**config.mk**
```make
export PLATFORM = sky130hd
export DESIGN_NAME = block_cache_directory_aging_flat
export DESIGN_NICKNAME = d
export VERILOG_FILES = /design/src/rtl/bcda_pkg.sv /design/src/rtl/bcda_req_if.sv /design/src/rtl/bcda_rsp_if.sv /design/src/rtl/bcda_ram.sv /design/src/rtl/bcda_ctrl.sv /design/src/rtl/bcda_dp.sv /design/src/rtl/block_cache_directory_aging.sv /design/src/flat_wrapper.sv
export SDC_FILE = /design/constraint.sdc
export NUM_CORES = 2
export LEC_CHECK = 0
export BUFFER_PORTS_ARGS = -buffer_cell sky130_fd_sc_hd__buf_2
export CAP_MARGIN = 20
export CORE_UTILIZATION = 35
export DETAILED_ROUTE_END_ITERATION = 6
export SLEW_MARGIN = 40
export SYNTH_ARGS = -nofsm -noshare
export SYNTH_HDL_FRONTEND = slang
export SYNTH_HIERARCHICAL = 1
export SYNTH_SLANG_ARGS = --single-unit
```
**constraint.sdc**
```tcl
create_clock -name clock -period 7.25 [get_ports clock]
set_input_delay 1.45 -clock clock [delete_from_list [all_inputs] [get_ports clock]]
set_output_delay 1.45 -clock clock [all_outputs]
set_load 0.1 [all_outputs]
```
**src/rtl/bcda_pkg.sv**
```systemverilog
package bcda_pkg;

   localparam int DEV_W  = 8;
   localparam int BLK_W  = 32;
   localparam int SIZE_W = 16;
   localparam int TAG_W  = DEV_W + BLK_W + SIZE_W;
   localparam int FUNC_W = 2;

   localparam logic [FUNC_W-1:0] FUNC_READ  = 2'd0;
   localparam logic [FUNC_W-1:0] FUNC_WRITE = 2'd1;
   localparam logic [FUNC_W-1:0] FUNC_FLUSH = 2'd2;
   localparam logic [FUNC_W-1:0] FUNC_NONE  = 2'd3;

   typedef enum logic [3:0] {
      ST_IDLE,
      ST_DISPATCH,
      ST_SCAN,
      ST_SCAN_END,
      ST_DECIDE,
      ST_VICTIM,
      ST_RESP,
      ST_FL_READ,
      ST_FL_CHECK,
      ST_FL_SEND
   } state_type;

   typedef struct packed {
      logic capture;
      logic issue;
      logic rd_victim;
      logic commit;
      logic out_zero;
      logic flush_emit;
   } cmd_type;

   typedef struct packed {
      logic is_flush;
      logic is_access;
      logic hit_found;
      logic alloc;
      logic any_dirty;
      logic flush_here;
      logic flush_last;
   } sts_type;

endpackage

```
**src/rtl/bcda_req_if.sv**
```systemverilog
interface bcda_req_if;
   import bcda_pkg::*;
   logic                valid;
   logic                ready;
   logic [FUNC_W-1:0]   func;
   logic [DEV_W-1:0]    device_id;
   logic [BLK_W-1:0]    block_number;
   logic [SIZE_W-1:0]   block_size;
   logic                allocate_on_miss;

   modport source (output valid, func, device_id, block_number, block_size,
                   allocate_on_miss, input ready);
   modport sink (input valid, func, device_id, block_number, block_size,
                 allocate_on_miss, output ready);
endinterface

```
**src/rtl/bcda_rsp_if.sv**
```systemverilog
interface bcda_rsp_if #(parameter int IDX_W = 4);
   import bcda_pkg::*;
   logic                valid;
   logic                ready;
   logic                hit;
   logic [IDX_W-1:0]    entry_index;
   logic                filled;
   logic                writeback_valid;
   logic [DEV_W-1:0]    writeback_device;
   logic [BLK_W-1:0]    writeback_block;
   logic [SIZE_W-1:0]   writeback_size;
   logic                last;

   modport source (output valid, hit, entry_index, filled, writeback_valid,
                   writeback_device, writeback_block, writeback_size, last,
                   input ready);
   modport sink (input valid, hit, entry_index, filled, writeback_valid,
                 writeback_device, writeback_block, writeback_size, last,
                 output ready);
endinterface

```
**src/rtl/bcda_ram.sv**
```systemverilog
module bcda_ram #(
   parameter int WIDTH = 56,
   parameter int DEPTH = 16
) (
   input  logic                     clock,
   input  logic                     we,
   input  logic [$clog2(DEPTH)-1:0] waddr,
   input  logic [WIDTH-1:0]         wdata,
   input  logic [$clog2(DEPTH)-1:0] raddr,
   output logic [WIDTH-1:0]         rdata
);
   logic [WIDTH-1:0] mem_ff [DEPTH];
   logic [WIDTH-1:0] rdata_ff;

   always_ff @(posedge clock) begin
      if (we) begin
         mem_ff[waddr] <= wdata;
      end
      rdata_ff <= mem_ff[raddr];
   end

   assign rdata = rdata_ff;
endmodule

```
**src/rtl/bcda_ctrl.sv**
```systemverilog
module bcda_ctrl #(
   parameter int ENTRIES = 16
) (
   input  logic                       clock,
   input  logic                       reset,
   input  logic                       req_valid,
   output logic                       req_ready,
   output logic                       rsp_valid,
   input  logic                       rsp_ready,
   input  bcda_pkg::sts_type          sts,
   output bcda_pkg::cmd_type          cmd,
   output logic [$clog2(ENTRIES)-1:0] idx
);
   import bcda_pkg::*;

   localparam int IDX_W = $clog2(ENTRIES);
   localparam logic [IDX_W-1:0] LAST_IDX = IDX_W'(ENTRIES - 1);

   state_type        state_ff, state_in;
   logic [IDX_W-1:0] idx_ff, idx_in;

   always_ff @(posedge clock) begin
      if (reset) begin
         state_ff <= ST_IDLE;
         idx_ff   <= '0;
      end else begin
         state_ff <= state_in;
         idx_ff   <= idx_in;
      end
   end

   always_comb begin
      state_in = state_ff;
      unique case (state_ff)
         ST_IDLE:     if (req_valid) state_in = ST_DISPATCH;
         ST_DISPATCH: begin
            if (sts.is_access) state_in = ST_SCAN;
            else if (sts.is_flush && sts.any_dirty) state_in = ST_FL_READ;
            else state_in = ST_RESP;
         end
         ST_SCAN:     if (idx_ff == LAST_IDX) state_in = ST_SCAN_END;
         ST_SCAN_END: state_in = ST_DECIDE;
         ST_DECIDE: begin
            if (sts.hit_found || !sts.alloc) state_in = ST_RESP;
            else state_in = ST_VICTIM;
         end
         ST_VICTIM:   state_in = ST_RESP;
         ST_RESP:     if (rsp_ready) state_in = ST_IDLE;
         ST_FL_READ:  state_in = ST_FL_CHECK;
         ST_FL_CHECK: begin
            if (sts.flush_here) state_in = ST_FL_SEND;
            else state_in = ST_FL_READ;
         end
         ST_FL_SEND: begin
            if (rsp_ready) state_in = sts.flush_last ? ST_IDLE : ST_FL_READ;
         end
         default:     state_in = ST_IDLE;
      endcase
   end

   always_comb begin
      cmd       = '0;
      idx_in    = idx_ff;
      req_ready = 1'b0;
      rsp_valid = 1'b0;
      unique case (state_ff)
         ST_IDLE: begin
            req_ready   = 1'b1;
            cmd.capture = req_valid;
            idx_in      = '0;
         end
         ST_DISPATCH: cmd.out_zero = !sts.is_access && !(sts.is_flush && sts.any_dirty);
         ST_SCAN: begin
            cmd.issue = 1'b1;
            idx_in    = idx_ff + 1'b1;
         end
         ST_SCAN_END: idx_in = '0;
         ST_DECIDE: begin
            cmd.commit    = sts.hit_found || !sts.alloc;
            cmd.rd_victim = !(sts.hit_found || !sts.alloc);
         end
         ST_VICTIM:   cmd.commit = 1'b1;
         ST_RESP:     rsp_valid = 1'b1;
         ST_FL_READ:  ;
         ST_FL_CHECK: begin
            cmd.flush_emit = sts.flush_here;
            if (!sts.flush_here) idx_in = idx_ff + 1'b1;
         end
         ST_FL_SEND: begin
            rsp_valid = 1'b1;
            if (rsp_ready && !sts.flush_last) idx_in = idx_ff + 1'b1;
         end
         default: ;
      endcase
   end

   assign idx = idx_ff;
endmodule

```
**src/rtl/bcda_dp.sv**
```systemverilog
module bcda_dp #(
   parameter int ENTRIES   = 16,
   parameter int AGE_LIMIT = 255
) (
   input  logic                       clock,
   input  logic                       reset,
   input  bcda_pkg::cmd_type          cmd,
   input  logic [$clog2(ENTRIES)-1:0] idx,
   output bcda_pkg::sts_type          sts,
   input  logic [bcda_pkg::FUNC_W-1:0] in_func,
   input  logic [bcda_pkg::TAG_W-1:0] in_tag,
   input  logic                       in_alloc,
   output logic                       out_hit,
   output logic [$clog2(ENTRIES)-1:0] out_index,
   output logic                       out_filled,
   output logic                       out_wb_valid,
   output logic [bcda_pkg::TAG_W-1:0] out_wb_tag,
   output logic                       out_last
);
   import bcda_pkg::*;

   localparam int IDX_W = $clog2(ENTRIES);
   localparam int AGE_W = $clog2(AGE_LIMIT + 1);
   localparam logic [AGE_W-1:0] AGE_MAX = AGE_W'(AGE_LIMIT);

   logic [FUNC_W-1:0] func_ff;
   logic [TAG_W-1:0]  tag_ff;
   logic              alloc_ff;
   logic [ENTRIES-1:0] valid_ff, dirty_ff;
   logic [AGE_W-1:0]  age_ff [ENTRIES];
   logic              cmp_vld_ff;
   logic [IDX_W-1:0]  cmp_idx_ff;
   logic              hit_found_ff, free_found_ff;
   logic [IDX_W-1:0]  hit_idx_ff, victim_ff;
   logic [AGE_W-1:0]  oldest_ff;
   logic [1:0]        zcnt_ff;

   logic [TAG_W-1:0]  rd_data;
   logic [IDX_W-1:0]  rd_addr;
   logic              ram_we;
   logic [ENTRIES-1:0] dv;
   logic              above;
   logic [IDX_W-1:0]  touch_idx;
   logic              others_zero;
   logic              match;
   logic              victim_wb;

   assign rd_addr = cmd.rd_victim ? victim_ff : idx;
   assign ram_we  = cmd.commit && !hit_found_ff && alloc_ff;

   bcda_ram #(.WIDTH(TAG_W), .DEPTH(ENTRIES)) u_tag_ram (
      .clock (clock),
      .we    (ram_we),
      .waddr (victim_ff),
      .wdata (tag_ff),
      .raddr (rd_addr),
      .rdata (rd_data)
   );

   assign dv = valid_ff & dirty_ff;

   always_comb begin
      above = 1'b0;
      for (int k = 0; k < ENTRIES; k++) begin
         if (IDX_W'(k) > idx && dv[k]) above = 1'b1;
      end
   end

   assign match       = valid_ff[cmp_idx_ff] && (rd_data == tag_ff);
   assign touch_idx   = hit_found_ff ? hit_idx_ff : victim_ff;
   assign others_zero = (zcnt_ff == 2'd2) ||
                        ((zcnt_ff == 2'd1) &&
                         !(valid_ff[touch_idx] && age_ff[touch_idx] == '0));
   assign victim_wb   = valid_ff[victim_ff] && dirty_ff[victim_ff];

   assign sts.is_flush   = (func_ff == FUNC_FLUSH);
   assign sts.is_access  = (func_ff == FUNC_READ) || (func_ff == FUNC_WRITE);
   assign sts.hit_found  = hit_found_ff;
   assign sts.alloc      = alloc_ff;
   assign sts.any_dirty  = |dv;
   assign sts.flush_here = dv[idx];
   assign sts.flush_last = !above;

   always_ff @(posedge clock) begin
      if (cmd.capture) begin
         func_ff       <= in_func;
         tag_ff        <= in_tag;
         alloc_ff      <= in_alloc;
         hit_found_ff  <= 1'b0;
         free_found_ff <= 1'b0;
         hit_idx_ff    <= '0;
         victim_ff     <= '0;
         oldest_ff     <= '0;
         zcnt_ff       <= '0;
      end else if (cmp_vld_ff) begin
         if (match && !hit_found_ff) begin
            hit_found_ff <= 1'b1;
            hit_idx_ff   <= cmp_idx_ff;
         end
         if (!free_found_ff) begin
            if (!valid_ff[cmp_idx_ff]) begin
               free_found_ff <= 1'b1;
               victim_ff     <= cmp_idx_ff;
            end else if (age_ff[cmp_idx_ff] >= oldest_ff) begin
               oldest_ff <= age_ff[cmp_idx_ff];
               victim_ff <= cmp_idx_ff;
            end
         end
         if (valid_ff[cmp_idx_ff] && age_ff[cmp_idx_ff] == '0 && zcnt_ff != 2'd2) begin
            zcnt_ff <= zcnt_ff + 2'd1;
         end
      end
      cmp_idx_ff <= idx;

      if (cmd.out_zero || (cmd.commit && !hit_found_ff && !alloc_ff)) begin
         out_hit      <= 1'b0;
         out_index    <= '0;
         out_filled   <= 1'b0;
         out_wb_valid <= 1'b0;
         out_wb_tag   <= '0;
         out_last     <= 1'b1;
      end else if (cmd.commit && hit_found_ff) begin
         out_hit      <= 1'b1;
         out_index    <= hit_idx_ff;
         out_filled   <= 1'b0;
         out_wb_valid <= 1'b0;
         out_wb_tag   <= '0;
         out_last     <= 1'b1;
      end else if (cmd.commit) begin
         out_hit      <= 1'b0;
         out_index    <= victim_ff;
         out_filled   <= 1'b1;
         out_wb_valid <= victim_wb;
         out_wb_tag   <= victim_wb ? rd_data : '0;
         out_last     <= 1'b1;
      end else if (cmd.flush_emit) begin
         out_hit      <= 1'b0;
         out_index    <= idx;
         out_filled   <= 1'b0;
         out_wb_valid <= 1'b1;
         out_wb_tag   <= rd_data;
         out_last     <= !above;
      end
   end

   always_ff @(posedge clock) begin
      if (reset) begin
         valid_ff   <= '0;
         dirty_ff   <= '0;
         cmp_vld_ff <= 1'b0;
         for (int k = 0; k < ENTRIES; k++) age_ff[k] <= '0;
      end else begin
         cmp_vld_ff <= cmd.issue;
         if (cmd.flush_emit) begin
            dirty_ff[idx] <= 1'b0;
         end
         if (cmd.commit && (hit_found_ff || alloc_ff)) begin
            if (hit_found_ff) begin
               if (func_ff == FUNC_WRITE) dirty_ff[hit_idx_ff] <= 1'b1;
            end else begin
               valid_ff[victim_ff] <= 1'b1;
               dirty_ff[victim_ff] <= 1'b0;
            end
            for (int k = 0; k < ENTRIES; k++) begin
               if (IDX_W'(k) == touch_idx) age_ff[k] <= '0;
               else if (others_zero && age_ff[k] < AGE_MAX) age_ff[k] <= age_ff[k] + 1'b1;
            end
         end
      end
   end
endmodule

```
**src/rtl/block_cache_directory_aging.sv**
```systemverilog
// Directory of a fully associative write-back block cache with aging
// replacement.
// req_ch carries one transaction per command: read, write, flush or none, with
// the device, block number and block size tag and the allocate flag.
// rsp_ch returns the results: one per access, one per dirty entry on a
// flush (or a single empty result when nothing is dirty, and for none), last marking
// the final one of each command.
// An access scans the tag memory one entry a cycle, as the single read port
// of the tag memory allows; a fill also reads the victim's old tag before
// the result is registered.
// A flush is dispatched, then reads and checks each entry in turn up to the
// last dirty one, sending a result for each dirty one while the receiver is ready.
// One command is in flight at a time; req_ch.ready is high only when the
// previous command's results have all been taken.
// A stalled receiver holds the result in the output register, and the
// block waits.
// Reset clears all valid, dirty and age state at once; no clearing pass.
module block_cache_directory_aging #(
   parameter int ENTRIES   = 16,
   parameter int AGE_LIMIT = 255
) (
   input logic         clock,
   input logic         reset,
   bcda_req_if.sink    req_ch,
   bcda_rsp_if.source  rsp_ch
);
   import bcda_pkg::*;

   localparam int IDX_W = $clog2(ENTRIES);

   cmd_type          cmd;
   sts_type          sts;
   logic [IDX_W-1:0] idx;
   logic [TAG_W-1:0] wb_tag;

   bcda_ctrl #(.ENTRIES(ENTRIES)) u_ctrl (
      .clock     (clock),
      .reset     (reset),
      .req_valid (req_ch.valid),
      .req_ready (req_ch.ready),
      .rsp_valid (rsp_ch.valid),
      .rsp_ready (rsp_ch.ready),
      .sts       (sts),
      .cmd       (cmd),
      .idx       (idx)
   );

   bcda_dp #(.ENTRIES(ENTRIES), .AGE_LIMIT(AGE_LIMIT)) u_dp (
      .clock        (clock),
      .reset        (reset),
      .cmd          (cmd),
      .idx          (idx),
      .sts          (sts),
      .in_func      (req_ch.func),
      .in_tag       ({req_ch.device_id, req_ch.block_number, req_ch.block_size}),
      .in_alloc     (req_ch.allocate_on_miss),
      .out_hit      (rsp_ch.hit),
      .out_index    (rsp_ch.entry_index),
      .out_filled   (rsp_ch.filled),
      .out_wb_valid (rsp_ch.writeback_valid),
      .out_wb_tag   (wb_tag),
      .out_last     (rsp_ch.last)
   );

   assign rsp_ch.writeback_device = wb_tag[TAG_W-1 -: DEV_W];
   assign rsp_ch.writeback_block  = wb_tag[SIZE_W +: BLK_W];
   assign rsp_ch.writeback_size   = wb_tag[SIZE_W-1:0];

`ifndef SYNTH
   a_no_accept_during_rsp: assert property (@(posedge clock) disable iff (reset)
      cmd.capture |-> !rsp_ch.valid)
      else $error("command accepted while a result is pending");
   a_fill_not_hit: assert property (@(posedge clock) disable iff (reset)
      (rsp_ch.valid && rsp_ch.filled) |-> !rsp_ch.hit)
      else $error("result both hit and filled");
   a_commit_excl: assert property (@(posedge clock) disable iff (reset)
      !(cmd.commit && cmd.flush_emit))
      else $error("commit and flush emit together");
   a_rsp_hold: assert property (@(posedge clock) disable iff (reset)
      (rsp_ch.valid && !rsp_ch.ready) |=> (rsp_ch.valid && $stable(rsp_ch.entry_index)))
      else $error("stalled result changed");
`endif
endmodule
```
**src/flat_wrapper.sv**
```systemverilog
// flat-port wrapper written by rule: the top's interface ports become plain ports
module block_cache_directory_aging_flat import bcda_pkg::*;
#(
   parameter int ENTRIES   = 16,
   parameter int AGE_LIMIT = 255
)
  (clock, reset, req_ch_valid, req_ch_func, req_ch_device_id, req_ch_block_number, req_ch_block_size, req_ch_allocate_on_miss, req_ch_ready, rsp_ch_valid, rsp_ch_hit, rsp_ch_entry_index, rsp_ch_filled, rsp_ch_writeback_valid, rsp_ch_writeback_device, rsp_ch_writeback_block, rsp_ch_writeback_size, rsp_ch_last, rsp_ch_ready);
  bcda_req_if req_ch_i ();
  bcda_rsp_if rsp_ch_i ();
  input logic clock;
  input logic reset;
  input wire logic [$bits(req_ch_i.valid)-1:0] req_ch_valid;
  input wire logic [$bits(req_ch_i.func)-1:0] req_ch_func;
  input wire logic [$bits(req_ch_i.device_id)-1:0] req_ch_device_id;
  input wire logic [$bits(req_ch_i.block_number)-1:0] req_ch_block_number;
  input wire logic [$bits(req_ch_i.block_size)-1:0] req_ch_block_size;
  input wire logic [$bits(req_ch_i.allocate_on_miss)-1:0] req_ch_allocate_on_miss;
  output wire logic [$bits(req_ch_i.ready)-1:0] req_ch_ready;
  output wire logic [$bits(rsp_ch_i.valid)-1:0] rsp_ch_valid;
  output wire logic [$bits(rsp_ch_i.hit)-1:0] rsp_ch_hit;
  output wire logic [$bits(rsp_ch_i.entry_index)-1:0] rsp_ch_entry_index;
  output wire logic [$bits(rsp_ch_i.filled)-1:0] rsp_ch_filled;
  output wire logic [$bits(rsp_ch_i.writeback_valid)-1:0] rsp_ch_writeback_valid;
  output wire logic [$bits(rsp_ch_i.writeback_device)-1:0] rsp_ch_writeback_device;
  output wire logic [$bits(rsp_ch_i.writeback_block)-1:0] rsp_ch_writeback_block;
  output wire logic [$bits(rsp_ch_i.writeback_size)-1:0] rsp_ch_writeback_size;
  output wire logic [$bits(rsp_ch_i.last)-1:0] rsp_ch_last;
  input wire logic [$bits(rsp_ch_i.ready)-1:0] rsp_ch_ready;
  assign req_ch_i.valid = req_ch_valid;
  assign req_ch_i.func = req_ch_func;
  assign req_ch_i.device_id = req_ch_device_id;
  assign req_ch_i.block_number = req_ch_block_number;
  assign req_ch_i.block_size = req_ch_block_size;
  assign req_ch_i.allocate_on_miss = req_ch_allocate_on_miss;
  assign req_ch_ready = req_ch_i.ready;
  assign rsp_ch_valid = rsp_ch_i.valid;
  assign rsp_ch_hit = rsp_ch_i.hit;
  assign rsp_ch_entry_index = rsp_ch_i.entry_index;
  assign rsp_ch_filled = rsp_ch_i.filled;
  assign rsp_ch_writeback_valid = rsp_ch_i.writeback_valid;
  assign rsp_ch_writeback_device = rsp_ch_i.writeback_device;
  assign rsp_ch_writeback_block = rsp_ch_i.writeback_block;
  assign rsp_ch_writeback_size = rsp_ch_i.writeback_size;
  assign rsp_ch_last = rsp_ch_i.last;
  assign rsp_ch_i.ready = rsp_ch_ready;
  block_cache_directory_aging #(.ENTRIES(ENTRIES), .AGE_LIMIT(AGE_LIMIT)) u_core (.clock(clock), .reset(reset), .req_ch(req_ch_i), .rsp_ch(rsp_ch_i));
endmodule
```
==> reports/metrics.csv <==
stage,metric,value,unit
yosys,synth_edf_count,1083,
power_and_ir_drop,power.switching,6.11,mW
cts,clock-root-buffer,clkbuf_16,
timing,tns,0,ps
cts,clk_pin_slew_worst_paths,60,ps
cts,clockBufferDepth,3,
timing,min_period,4450,ps
power_and_ir_drop,seqPwrFrac,45.5,%
die,rows,140,
job,drv_cap,0,
placement,numPortBuffers,128,
cts,cts-buffers-inserted,136,
critical_path,rrSetupSlack,2800,ps
timing,fmaxAchievable,225,MHz
route,wire_per_inst,24.7,um
final_layout,fillerInstances,13200,
die,core,0.146,mm2
cts,htree_levels,4,
critical_path,cp_max_fo,24,
die,start_util,35.4,%
route,wirelength,132000,um
route,final_antenna_net_count,0,
grt,grt_max_degree,88,
timing,finalSetupViolations,0,
timing,period_share,61.4,%
final_layout,final_nets,3390,
power_and_ir_drop,power.share.clock,35.9,%
route,route.detailed.drc,0,
yosys,ys_seq_elements,1268,
cts,cts_setup_buffers,0,
timing,finalHoldViolCount,0,
status,outcome,"finished, final reports clean",
yosys,synth_flop_cell,edfxtp_1,
final_layout,final_common_cell,edfxtp_1,
cts,cts_hold_buffers,0,
grt,track_usage,17.4,%
placement,dp.cells,5076,
final_layout,layout_common_cells,"edfxtp_1, mux4_2, nand2_1",
grt,antenna_found_initial,9,
yosys,syn_avg_cell_area,16.5,um2
final_layout,syn_to_final_growth,15.3,%
route,highest-signal-layer,met5,
die,pin_count,129,
final_layout,drive_gt1_share,21.6,%
power_and_ir_drop,p_int,14.2,mW
yosys,syn-instance-count,3141,
final_layout,fin_cells,5334,
cts,clock_latency,760,ps
route,viasPerCell,5.48,
placement,pre_cts_slack,2890,ps
timing,drv_slew,0,
critical_path,cp-start-kind,flop,
timing,rsz0062_at_grt,false,
power_and_ir_drop,power_frac_comb,18.6,%
cts,cts_tree,done,
route,first_pass_iters,5,
grt,grt_overflow,0,
power_and_ir_drop,leakagePower,19.1,nW
timing,worst_pin_slew,976,ps
route,drt_iter0_markers,2851,
route,routed-wl-met3,8760,um
critical_path,worstSetupEndpointType,flop,
placement,hpwl,80800,um
power_and_ir_drop,design_power_total,20.3,mW
cts,cts_num_sinks,1268,
yosys,synthesis.area,0.0519,mm2
cts,cts_resized,0,
yosys,seq_area_frac_synth,69.8,%
yosys,yosysWarnings,6,
power_and_ir_drop,power_density,340,mW/mm2
timing,clock-skew-final,57.8,ps
yosys,synth_cell_types,86,
yosys,async_flop_share,0,%
timing,max_slew_margin,34.7,%
power_and_ir_drop,p_sw_share,30.0,%
grt,grt_pass1_vias,29200,
power_and_ir_drop,vdd_ir_drop_max,0.330,mV
die,die-area,0.150,mm2
final_layout,multi_input_area,0.0149,mm2
critical_path,critical_path_required,7830,ps
hold_path,min_path_type,flop to flop,
grt,grt_pass1_wl,196000,um
critical_path,critical_path_class,flop to flop,
yosys,synth_fp_nets,3231,
timing,layout_setup_ws,2800,ps
critical_path,arrival,5030,ps
final_layout,regArea,0.0362,mm2
placement,gp_congestion,0.892,
route,m1WireLength,54900,um
die,die_height,387,um
route,vias,29200,
route,route.met2.wl,65000,um
die,fp.dieW,387,um
==> logic make-up (layout without fill, tap and decap cells) <==
group                      Yosys count  count (layout)  share of synthesized area [%]
buffers and inverters              214             487                           1.99
AOI/OAI and AO/OA                  365             365                           4.89
other                                0               3                              0
xor gates and xnor gates           133             133                           2.24
muxes                              302             302                           12.5
and+or+nand+nor                    832             832                           7.93
adders and majority gates           27              27                          0.651
DFF                               1268            1268                           69.8
==> metrics by stage <==
| stage | hold slack, ps | utilization (%) | area, um2 |
|---|---|---|---|
| floorplan | 368 | - | 51900 |
| global placement | 438 | 37.4 | 54700 |
| finish | 452 | 40.8 | 59800 |
| detailed placement | 441 | 37.5 | 54900 |
| CTS | 454 | 40.8 | 59700 |
| global route | 462 | 40.8 | 59800 |
==> flip-flops by register name (all words and copies together), names as in the netlist, 2 cells and up <==
register	cells
u_core/u_ctrl/idx	4
u_core/u_ctrl/state_ff	4
u_core/u_dp/age_ff	128
u_core/u_dp/cmp_idx_ff	4
u_core/u_dp/dirty_ff	16
u_core/u_dp/func_ff	2
u_core/u_dp/hit_idx_ff	4
u_core/u_dp/oldest_ff	8
u_core/u_dp/out_index	4
u_core/u_dp/out_wb_tag	56
u_core/u_dp/tag_ff	56
u_core/u_dp/u_tag_ram/mem_ff	896
u_core/u_dp/u_tag_ram/rdata	56
u_core/u_dp/valid_ff	16
u_core/u_dp/victim_ff	4
u_core/u_dp/zcnt_ff	2
==> path summary, 6_finish.rpt <==
| path | from | end | cells after the start |
|---|---|---|---|
| max | u_core/u_dp/cmp_idx_ff[0] | u_core/u_dp/oldest_ff[2] | 11 |
| min | u_core/u_dp/out_wb_tag[36] | u_core/u_dp/out_wb_tag[36] | 2 |
| max reg2reg | u_core/u_dp/cmp_idx_ff[0] | u_core/u_dp/oldest_ff[2] | 11 |
| min reg2reg | u_core/u_dp/out_wb_tag[36] | u_core/u_dp/out_wb_tag[36] | 2 |
==> cells in the mapped netlist (all sizes together), types with 4 or more instances <==
cell	count	area (um2)
a221oi	4	41.3
buf	72	498
o32ai	4	42.6
nor3	66	330
clkbuf	95	357
or2	6	37.5
and3	34	213
inv	46	173
or4	7	52.6
o21ai	36	180
o31ai	7	71.3
a22oi	138	1040
edfxtp	1083	32500
xor2	91	797
ha	27	338
o21a	4	30.0
nor2	166	626
nand3	144	721
a32oi	19	166
mux2	9	105
nor3b	73	548
nand3b	4	30.0
dfxtp	185	3700
nand2b	11	78.8
a211oi	8	60.1
o22ai	7	43.8
and2	7	43.8
a31oi	6	37.5
a2111oi	5	45.0
xnor2	42	368
nor2b	24	150
o2111ai	4	41.3
nor4	30	194
nand2	231	867
or3	5	31.3
nand4	12	75.1
mux2i	18	180
and4b	4	40.0
a21oi	94	474
o211ai	6	58.8
mux4	275	6190
==> cell type report <==
cell class	instances	area share (%)
flip-flops and latches	1268	60.6
multi-input cells	1659	24.9
clock buffers	184	6.33
well taps	1917	4.01
repair buffers	188	2.21
clock inverters	68	1.69
inverters	47	0.295
diodes	3	0.0126
==> power by group through the flow <==
stage	sequential, mW	combinational, mW	clock [mW]
after detailed placement	9.41	3.81	0
after global routing	9.32	4.01	7.72
after floorplan	10.1	2.05	0
final	9.25	3.78	7.31
after CTS	9.26	3.82	7.46
after global placement	9.40	3.78	0
==> critical path, cell delays in order, from the launching register on <==
cell and delay (ps):
dfxtp_2 650, buf_4 460, mux4_2 570, a22oi_1 260, nand2_1 140, ha_1 310, a2111oi_0 580, nor2b_1 190
o21ai_0 210, nand4b_1 570, mux2i_1 250, nor2_1 50
==> routing by layer <==
| layer | up-vias | global-route usage, % |
|---|---|---|
| met5 | - | 0 |
| met4 | 2 | 5.07 |
| met3 | 183 | 2.99 |
| met2 | 1072 | 29.1 |
| met1 | 15200 | 23.3 |
| li1 | 12800 | - |
(Power assumes the default switching activity.)
